`src/hw/rtl/vda_queue.sv`:
```
// Small FIFO between the front classifier and the back sequencer.
module vda_queue #(
    parameter int unsigned W     = 8,
    parameter int unsigned DEPTH = 4
) (
    input  logic         i_clk,
    input  logic         i_rst_n,
    input  logic         i_push,
    input  logic [W-1:0] i_data,
    input  logic         i_pop,
    output logic [W-1:0] o_data,
    output logic         o_full,
    output logic         o_empty
);
    localparam int unsigned PW = (DEPTH > 1) ? $clog2(DEPTH) : 1;

    logic [W-1:0]  r_mem [DEPTH];
    logic [PW-1:0] r_wr_ptr;
    logic [PW-1:0] r_rd_ptr;
    logic [PW:0]   r_count;

    always_ff @(posedge i_clk) begin
        if (!i_rst_n) begin
            r_wr_ptr <= '0;
            r_rd_ptr <= '0;
            r_count  <= '0;
        end else begin
            if (i_push) begin
                r_wr_ptr <= (r_wr_ptr == PW'(DEPTH - 1)) ? '0 : r_wr_ptr + PW'(1);
            end
            if (i_pop) begin
                r_rd_ptr <= (r_rd_ptr == PW'(DEPTH - 1)) ? '0 : r_rd_ptr + PW'(1);
            end
            if (i_push && !i_pop) begin
                r_count <= r_count + (PW + 1)'(1);
            end else if (!i_push && i_pop) begin
                r_count <= r_count - (PW + 1)'(1);
            end
        end
    end

    always_ff @(posedge i_clk) begin
        if (i_push) begin
            r_mem[r_wr_ptr] <= i_data;
        end
    end

    assign o_data  = r_mem[r_rd_ptr];
    assign o_full  = (r_count == (PW + 1)'(DEPTH));
    assign o_empty = (r_count == '0);
endmodule

```
`config.mk`:
```
export PLATFORM = sky130hd
export DESIGN_NAME = vda_queue
export DESIGN_NICKNAME = d
export VERILOG_FILES = /design/src/hw/rtl/vda_queue.sv
export SDC_FILE = /design/constraint.sdc
export NUM_CORES = 1
export LEC_CHECK = 0
export BUFFER_PORTS_ARGS = -buffer_cell sky130_fd_sc_hd__buf_2
export CAP_MARGIN = 15
export CORE_MARGIN = 3
export CORE_UTILIZATION = 42
export DETAILED_ROUTE_END_ITERATION = 7
export GPL_ROUTABILITY_DRIVEN = 0
export PLACE_DENSITY_LB_ADDON = 0.1
export SKIP_CTS_REPAIR_TIMING = 1
export SLEW_MARGIN = 20
export SYNTH_ARGS = -nofsm -noshare
export SYNTH_HDL_FRONTEND = slang
export SYNTH_SLANG_ARGS = --single-unit
```
`constraint.sdc`:
```
create_clock -name i_clk -period 1.5 [get_ports i_clk]
set_input_delay 0.075 -clock i_clk [delete_from_list [all_inputs] [get_ports i_clk]]
set_output_delay 0.075 -clock i_clk [all_outputs]
set_load 0.02 [all_outputs]
```
# Word-level counts from Yosys, hierarchy flattened
# Memories as Yosys holds them, arrays and structs flattened. A register that Yosys moved wholly into a read port is not among the register bits.
# Index checks and enable logic that the tools add are counted.
[word_totals] regBits=7 output_inout_bits=10 n_memories=1 mem_bits_ro=0 ram_bits=32 word_cells=25 latch_bits=0 in_bits=12
[classes] n_eq_ne=3 order_cmp=0 addsub=4 multipliers=0 div_mod_pow=0 shift=0 n_reduce_logical=6 mux=8 bitwise_logic=0
[mem_list] name="r_mem" words=4 width=8 read_ports=1 rd_ports_with_merged_regs=1 write_ports=1 line="17" source="logic [W-1:0] r_mem [DEPTH];"
[op_table] op="2-bit 2-to-1 mux" n=4
[op_table] op="3-bit 2-to-1 mux" n=2
[op_table] op="2-bit by 1-bit adder with 2-bit output, second input constant" n=2
[op_table] op="2-bit equality test, second input constant" n=2
[op_table] op="3-bit by 1-bit adder with 3-bit output, second input constant" n=1
[op_table] op="3-bit equality test, second input constant" n=1
[op_table] op="3-bit logical NOT" n=1
[op_table] op="3-bit by 1-bit subtractor with 3-bit output, second input constant" n=1
[op_table] op="1-bit logical AND" n=2
[op_table] op="1-bit logical NOT" n=2
[op_table] op="1-bit 2-to-1 mux" n=2
[op_table] op="2-bit nonzero test" n=1

# Logic depth before layout (Yosys ltp)
# Gate-level depths: netlist of run 1.
[depth] ltp_word=4 depth_mapped=7 ltp_nobuf=7

# Least setup slack after synthesis of run 1
# No wires, ideal clock.
[synth_path] kind="reg-to-reg" from="register r_count[0]" to="register r_count[2]" slack_ns=0.107 arrival_time_ns=1.323 path_stages_with_launch=5 period_less_slack_ns=1.393 setup_ns=0.070 n_path_buf=0 cell_sequence="dfxtp_1 > fa_1 > xor2_1 > or3_1 > a21boi_1"
[synth_via] elab_chain_len=3
[synth_lines] item="start, declared" line="20" source="logic [PW:0] r_count;"
[synth_lines] item="start signal, assigned" line="35" source="r_count <= r_count + (PW + 1)'(1);"
[synth_lines] item="start signal, assigned" line="37" source="r_count <= r_count - (PW + 1)'(1);"
[synth_lines] item="3-bit by 1-bit subtractor with 3-bit output" line="37"
[synth_lines] item="3-bit 2-to-1 mux" line="36" source="end else if (!i_push && i_pop) begin"
[synth_lines] item="3-bit 2-to-1 mux (*)" line="34" source="if (i_push && !i_pop) begin"
# Every way passes the cells marked *; elsewhere a longest branch is shown, timed or not. The select of a mux whose other input is x is not followed.
# A chain may end at the register's enable or synchronous reset.

==> impl_metrics.py, run 1 <==
metrics = {
    "timing": {
        "maxSlewHeadroom_pct": 73.4,
        "final.period_utilization_pct": 101,
        "layout_min_cycle_time_ns": 1.52,
        "hold_ws_ns": 0.00966,
        "slew_viol_final": 0,
        "fin_skew_ns": 0.00563,
        "tightest_slew_ns": 0.399,
        "hold_violations": 0,
        "setup_ws_ns": -0.0174,
        "final.setup.tns_ns": -0.0323,
        "fmax_mhz": 659,
        "grt_setup_unrepaired": "yes",
        "finalSetupViolCount": 3,
    },
    "cts": {
        "ctsRootBufferMaster": "clkbuf_8",
        "insertion_delay_ns": 0.29,
        "clk_pin_slew_ns": 0.08,
        "clk_path_buf_depth": 2,
        "htree_levels": 2,
        "cts_buffers": 5,
        "cts_tree": "done",
        "cts_sinks": 41,
    },
    "synthesis": {
        "yosys.cell_types.count": 20,
        "ys_top_cells_by_count": "32 x edfxtp_1, 9 x dfxtp_1, 8 x mux4_2, 6 x ha_1",
        "synth.cell_area_um2": 1620,
        "yosysMostFrequentCell": "edfxtp_1",
        "synth_top_area_share_pct": 59.5,
        "netlist_instances": 86,
        "yosysWarnings": 0,
        "synth_fa_ha_area_share_pct": 5.89,
        "syn-num-nets": 105,
        "synth_compound_area_share_pct": 1.24,
        "synth_top_area_cell": "edfxtp_1",
        "ys_seq_area_share_pct": 70.6,
        "avgSynthCellArea_um2": 18.8,
        "synth.area.top_cells": "edfxtp_1 59%, dfxtp_1 11%, mux4_2 11%",
        "synth-simple-area-share_pct": 5.58,
        "synthMuxAreaShare_pct": 13.6,
        "synth_top_family_by_area": "multiplexers",
        "async_flop_share_pct": 0,
        "synth_flop_cell": "edfxtp_1",
        "ys_ff_latch": 41,
        "synth-xor-area-share_pct": 1.08,
        "synth-edff-count": 32,
    },
    "floorplanning": {
        "initial_core_util_pct": 45.9,
        "die_y_um": 68.0,
        "ios": 22,
        "dieWidth_um": 68.0,
        "rows": 21,
        "fp.dieArea_um2": 4630,
        "placeableCoreArea_um2": 3520,
    },
    "routing": {
        "drt_iter0_drc": 46,
        "finalWirelength_um": 2390,
        "drc": 0,
        "ant_nets": 0,
        "vias_per_cell": 4.78,
        "wl_per_cell_um": 13.9,
        "routed-via-count": 822,
        "firstDrtPassIters": 3,
    },
    "power": {
        "leakagePower_uw": 0.000759,
        "p_comb_share_pct": 15.4,
        "p_clk_share_pct": 28.5,
        "intPower_uw": 1810,
        "power_frac_seq_pct": 56.1,
        "max-vdd-ir-drop_mv": 0.845,
        "power_switching_uw": 569,
        "swShare_pct": 23.9,
        "power_per_cell_area_nw_per_um2": 1170,
    },
    "outcome": {
        "violations": "negative setup slack",
        "status": "finished, violations left",
    },
    "global_route": {
        "antenna_found_initial": 0,
        "grt_max_degree": 14,
        "globalRouteTotalUtil_pct": 12.9,
        "grt_pass1_vias": 847,
        "grt_pass1_wl_um": 4170,
        "grt-ovfl-total": 0,
    },
    "finish": {
        "drive_gt1_share_pct": 37.3,
        "fillers": 275,
        "nets": 144,
        "regArea_um2": 1150,
        "antenna_cells": 0,
        "syn_to_final_growth_pct": 25.4,
        "final_core_util_pct": 57.5,
        "multi_input_area_um2": 443,
    },
    "flow_run": {
        "maxCapViolCount": 0,
    },
    "worst_setup_path": {
        "critPathKind": "reg2out",
        "cp_max_fo": 8,
        "crit_path_end_kind": "primary output",
        "rrSetupSlack_ns": 0.04,
        "crit_path_start_kind": "flip-flop",
        "required_ns": 1.42,
        "critical_path_arrival_ns": 1.44,
    },
    "worst_hold_path": {
        "hp-class": "in2reg",
    },
    "place": {
        "pre_cts_ws_ns": -0.0334,
        "portBuffers": 21,
    },
}
==> metrics by stage <==
step | cells | cell area, um2 | power, uW
floorplan | 86 | 1620 | 1560
finish | 172 | 2030 | 2380
global placement | 159 | 1830 | 1670
global route | 172 | 2030 | 2500
CTS | 167 | 1920 | 2360
detailed placement | 159 | 1830 | 1680
==> power by group through the flow <==
stage	combinational [uW]	sequential, uW	clock (uW)
after floorplan	215	1340	0
after global routing	404	1340	756
after global placement	315	1350	0
after CTS	324	1330	705
final	366	1330	677
after detailed placement	323	1360	0
==> flip-flops by register name (all words and copies together), names as in the netlist, named ones only <==
register and flops:
r_count 3, r_mem 32, r_rd_ptr 2, r_wr_ptr 2
==> critical path, cell delays in order (launching register included) <==
cell     delay, ns
dfxtp_2       0.35
buf_12        0.13
mux4_2        0.52
buf_6         0.15
==> logic make-up (layout without fill, tap and decap cells) <==
kind of cell               count (synthesis)  after routing
DFF                                       41             41
and+or+nand+nor                           15             15
muxes                                     12             12
buffers and inverters                      6             46
adders and majority gates                  7              7
AOI/OAI and AO/OA                          3              3
xor gates and xnor gates                   2              2
==> cells in the final DEF, fill, tap and decap left out <==
cell type      instances
a21boi_1               1
and2_1                 5
buf_12                 1
buf_2                 13
buf_4                  7
buf_6                  8
clkbuf_8               5
clkinv_2               2
clkinvlp_4             1
dfxtp_1                7
dfxtp_2                1
dfxtp_4                1
dlygate4sd3_1          5
edfxtp_1              32
fa_1                   1
ha_1                   6
inv_1                  4
mux2i_1                4
mux4_2                 8
nor2_1                 1
nor2b_1                5
nor3_1                 2
nor3b_1                1
o21a_1                 1
o21ai_0                1
or3_1                  1
xnor2_1                1
xor2_1                 1
==> routing by layer <==
| layer | wire length (um) | GRT usage [%] | vias up |
|---|---|---|---|
| met5 | 0 | 0 | - |
| met4 | 48 | 5.96 | 0 |
| met3 | 114 | 4.43 | 5 |
| met2 | 1200 | 20.0 | 19 |
| met1 | 1020 | 16.3 | 394 |
| li1 | - | - | 404 |
==> cell type report <==
| class | count | area share (%) |
|---|---|---|
| clock buffer | 5 | 3.40 |
| clock inverter | 3 | 0.865 |
| inverter | 4 | 0.741 |
| multi-input combinational | 39 | 21.9 |
| sequential | 41 | 56.6 |
| tap | 46 | 2.84 |
| timing repair buffer | 34 | 13.7 |
==> worst paths after layout <==
| check | start | endpoint | depth (start not counted) |
|---|---|---|---|
| max | flip-flop | o_data[7] | 3 |
| max reg2reg | r_count[0] | r_count[2] | 4 |
| min | i_data[1] | r_mem[0][1] | 1 |
| min reg2reg | r_count[2] | r_count[2] | 2 |
Note: power is estimated with default switching activity, not from simulation.
==> run 2: changes to the inputs <==
--- a/config.mk
+++ b/config.mk
@@ -9,5 +9,5 @@
 export CAP_MARGIN = 15
 export CORE_MARGIN = 3
-export CORE_UTILIZATION = 42
+export CORE_UTILIZATION = 50
 export DETAILED_ROUTE_END_ITERATION = 7
 export GPL_ROUTABILITY_DRIVEN = 0
==> constraint.sdc (replaced) <==
create_clock -name i_clk -period 1.3 [get_ports i_clk]
set_input_delay 0.065 -clock i_clk [delete_from_list [all_inputs] [get_ports i_clk]]
set_output_delay 0.065 -clock i_clk [all_outputs]
set_load 0.005 [all_outputs]
==> impl_metrics.py, run 2 (synthesis gave the netlist of run 1 again) <==
metrics = {
    "timing": {
        "final.setup.tns_ns": -1.72,
        "layout_min_cycle_time_ns": 1.52,
        "hold_violations": 0,
        "slew_viol_final": 0,
        "final.period_utilization_pct": 117,
        "maxSlewHeadroom_pct": 88.1,
        "setup_ws_ns": -0.222,
        "grt_setup_unrepaired": "yes",
        "tightest_slew_ns": 0.178,
        "fin_skew_ns": 0.0110,
        "fmax_mhz": 657,
        "finalSetupViolCount": 9,
    },
    "floorplanning": {
        "ios": 22,
        "initial_core_util_pct": 52.5,
        "fp.dieArea_um2": 3950,
        "die_y_um": 62.8,
        "dieWidth_um": 62.8,
        "placeableCoreArea_um2": 3080,
        "rows": 20,
    },
    "cts": {
        "cts_tree": "done",
        "htree_levels": 2,
        "cts_buffers": 5,
        "ctsRootBufferMaster": "clkbuf_4",
        "clk_path_buf_depth": 2,
        "cts_sinks": 41,
        "clk_pin_slew_ns": 0.10,
        "insertion_delay_ns": 0.34,
    },
    "power": {
        "leakagePower_uw": 0.000771,
        "power_per_cell_area_nw_per_um2": 1210,
        "max-vdd-ir-drop_mv": 0.593,
    },
    "routing": {
        "ant_nets": 0,
        "routed-via-count": 853,
        "firstDrtPassIters": 4,
        "finalWirelength_um": 2440,
        "wl_per_cell_um": 13.8,
        "drc": 0,
        "drt_iter0_drc": 13,
        "vias_per_cell": 4.82,
    },
    "finish": {
        "syn_to_final_growth_pct": 27.6,
        "regMostFlops": "r_mem",
        "layout_common_cells": "32 x edfxtp_1, 21 x buf_2, 8 x mux4_2, 8 x dlygate4sd3_1, 7 x buf_4",
        "final_core_util_pct": 67.0,
        "largestRegisters": "r_mem (32), r_count (3)",
        "regArea_um2": 1140,
        "nets": 151,
        "antenna_cells": 0,
        "drive_gt1_share_pct": 40.6,
        "largest_register_ffs": 32,
        "fillers": 236,
        "multi_input_area_um2": 458,
        "final_common_cell": "edfxtp_1",
    },
    "place": {
        "portBuffers": 21,
        "hpwl_um": 1720,
    },
    "outcome": {
        "status": "finished, violations left",
        "violations": "negative setup slack",
    },
    "worst_setup_path": {
        "cp_max_fo": 8,
        "required_ns": 1.24,
        "critical_path_arrival_ns": 1.46,
        "crit_path_end_kind": "primary output",
        "critPathKind": "reg2out",
        "crit_path_start_kind": "flip-flop",
    },
    "global_route": {
        "grt-ovfl-total": 0,
        "antenna_found_initial": 0,
        "grt_pass1_wl_um": 4110,
        "globalRouteTotalUtil_pct": 14.4,
        "grt_max_degree": 13,
        "grt_pass1_vias": 882,
    },
    "worst_hold_path": {
        "hp-class": "in2reg",
    },
    "flow_run": {
        "maxCapViolCount": 0,
    },
}
-- run 2: cell types whose count changed in the layout (fill, tap and decap cells not counted), sizes merged --
| cell | before | now |
|---|---|---|
| buf | 29 | 33 |
| clkinv | 2 | 1 |
| clkinvlp | 1 | 0 |
| dlygate4sd3 | 5 | 8 |
| clkbuf | 5 | 7 |
-- run 2: area by class of cell --
class	count	area share [%]
clock buffer	7	2.19
clock inverter	1	0.243
timing repair buffer	41	16.4
tap	44	2.67
sequential	41	55.6
multi-input combinational	39	22.2
inverter	4	0.729
-- run 2: where the power goes --
part / internal, uW / switching [uW] / total, uW
clock: 211 / 362 / 573
combinational: 231 / 157 / 388
sequential: 1490 / 33.2 / 1530
-- run 2: final timing paths --
| path | from | end | slack [ns] | cells past startpoint |
|---|---|---|---|---|
| worst min-delay path | i_rst_n | flip-flop | 0.02 | 2 |
| worst max-delay path | flip-flop | o_data[3] | -0.22 | 3 |
| worst max register to register | r_count[1] | r_count[2] | -0.04 | 4 |
| worst min register to register | r_count[2] | r_count[2] | 0.52 | 2 |
-- run 2: per-stage QoR --
stage	setup slack (ns)	area, um2	total power (uW)	hold WS, ns	cells
global placement	-0.116	1930	1920	0.276	161
floorplan	0.00537	1630	1750	0.164	86
CTS	-0.287	1980	2510	-0.0844	169
global route	-0.314	2060	2630	0.00543	177
detailed placement	-0.164	1930	1930	0.287	161
finish	-0.222	2060	2490	0.0225	177
-- run 2: metal layers --
metal	vias to the layer above	share of wire [%]	global-route usage, %
li1	418	-	-
met1	407	42	14.8
met2	22	51	26.2
met3	6	5.3	5.04
met4	0	1.8	5.79
met5	-	0	0
-- run 2: critical path: stages (launching register included) --
cell and delay [ns]:
dfxtp_2 0.35, buf_12 0.14, mux4_2 0.50, buf_2 0.14
==> run 3: changes to the inputs <==
CORE_ASPECT_RATIO = 1.4   (was default)
==> impl_metrics.py, run 3 (synthesis gave the netlist of run 1 again) <==
metrics = {
    "finish": {
        "final_core_util_pct": 70.0,
        "final_cells": 168,
        "drive_gt1_share_pct": 41.2,
        "layout_common_cells": "32 x edfxtp_1, 21 x buf_2, 8 x mux4_2",
        "largest_register_ffs": 32,
        "fillers": 211,
        "syn_to_final_growth_pct": 28.5,
        "largestRegisters": "r_mem (32), r_count (3)",
        "antenna_cells": 0,
        "nets": 149,
        "regMostFlops": "r_mem",
        "final_common_cell": "edfxtp_1",
    },
    "worst_hold_path": {
        "worst_hold_path.endpoint": "r_mem[1][0]",
        "hold_start": "i_data[0]",
        "hold_depth": 1,
        "hp-class": "in2reg",
    },
    "routing": {
        "wl_per_cell_um": 15.0,
        "drt_iter0_drc": 12,
        "vias_per_cell": 5.02,
        "ant_nets": 0,
        "drc": 0,
        "finalWirelength_um": 2520,
        "routed-via-count": 844,
        "firstDrtPassIters": 2,
    },
    "place": {
        "hpwl_um": 1850,
        "portBuffers": 21,
        "dp_cells": 153,
    },
    "global_route": {
        "grt_pass1_wl_um": 4110,
        "grt-ovfl-total": 0,
        "grt_pass1_vias": 901,
        "antenna_found_initial": 0,
        "grt_max_degree": 13,
        "globalRouteTotalUtil_pct": 15.2,
    },
    "floorplanning": {
        "dieWidth_um": 54.0,
        "placeableCoreArea_um2": 2960,
        "die_y_um": 73.3,
        "ios": 22,
        "rows": 23,
        "fp.dieArea_um2": 3960,
        "initial_core_util_pct": 54.5,
    },
    "worst_setup_path": {
        "rrSetupSlack_ns": -0.06,
        "critPathKind": "reg2out",
        "crit_path_start_kind": "flip-flop",
        "r2r-end": "r_count[2]",
        "crit_family": "multiplexers",
        "cp_max_fo": 8,
        "worst-r2r-cell-count": 4,
        "crit_slowest_cell": "mux4_2",
        "crit_path_end_kind": "primary output",
        "path_cells": "buf_12 > mux4_2 > buf_2",
        "required_ns": 1.24,
        "timing.rr.start": "r_count[1]",
        "crit_path_max_incr_delay_ns": 0.49,
        "cp_num_buf_inv": 2,
        "critical_path_arrival_ns": 1.40,
    },
    "timing": {
        "slew_viol_final": 0,
        "final.period_utilization_pct": 113,
        "fmax_mhz": 683,
        "maxSlewHeadroom_pct": 90.5,
        "tightest_slew_ns": 0.139,
        "hold_ws_ns": -0.00212,
        "finalSetupViolCount": 9,
        "fin_skew_ns": 0.00113,
        "grt_setup_unrepaired": "yes",
        "layout_min_cycle_time_ns": 1.46,
        "hold_violations": 4,
        "setup_ws_ns": -0.164,
    },
    "power": {
        "p_clk_share_pct": 29.6,
        "leakagePower_uw": 0.000778,
        "p_comb_share_pct": 14.3,
        "power_per_cell_area_nw_per_um2": 1310,
        "intPower_uw": 2160,
        "max-vdd-ir-drop_mv": 0.964,
        "swShare_pct": 20.9,
        "power_frac_seq_pct": 56.1,
        "power_switching_uw": 570,
    },
    "outcome": {
        "status": "finished, violations left",
        "violations": "negative hold slack, negative setup slack",
    },
    "cts": {
        "clk_path_buf_depth": 2,
        "cts_tree": "done",
        "cts_buffers": 5,
        "cts_sinks": 41,
        "htree_levels": 2,
        "ctsRootBufferMaster": "clkbuf_8",
        "insertion_delay_ns": 0.28,
        "clk_pin_slew_ns": 0.07,
    },
    "flow_run": {
        "maxCapViolCount": 0,
    },
}
[run 3: changes by cell type in the layout (fill, tap and decap cells not counted), sizes merged]
cell         delta
clkinv          -1
dlygate4sd3     -1
clkbuf          +1
buf             -1
[run 3: power by group through the flow]
stage               registers, uW  logic [uW]  clock network, uW
floorplan                    1550         198                  0
global placement             1550         360                  0
detailed placement           1560         380                  0
CTS                          1530         382                840
global route                 1540         435                894
finish                       1530         389                807
[run 3: metal layers]
layer	part of all wire [%]	vias up	wire, um	track usage [%]
met5	0	-	0	0
li1	-	414	-	-
met3	5.0	5	125	5.88
met2	55	18	1380	25.6
met4	1.9	0	48	7.48
met1	38	407	967	16.3
[run 3: area by class of cell]
cell class / count / area (um2) / area share (%)
Sequential cell: 41 / 1150 / 55.2
Inverter: 4 / 15.0 / 0.723
Multi-Input combinational cell: 39 / 458 / 22.1
Timing Repair Buffer: 39 / 320 / 15.4
Clock buffer: 8 / 90.1 / 4.34
Tap cell: 37 / 46.3 / 2.23
[run 3: through the flow]
stage	TNS, ns	power (uW)	hold WS (ns)	instance area, um2	setup slack [ns]
floorplan	0	1750	0.164	1630	0.00537
global placement	-0.119	1910	0.276	1910	-0.119
detailed placement	-0.184	1940	0.284	1910	-0.184
CTS	-1.86	2750	-0.0139	2000	-0.237
global route	-1.83	2870	0.000592	2080	-0.227
finish	-1.31	2730	-0.00212	2080	-0.164
[run 3: how the worst max path moves through the flow]
stage | end | cells after the start | slack, ns
finish | o_data[1] | 3 | -0.16
global placement | r_count[2] | 8 | -0.12
detailed placement | r_count[2] | 8 | -0.18
floorplan | r_count[2] | 4 | 0.005
global route | o_data[1] | 3 | -0.23
CTS | o_data[1] | 3 | -0.24
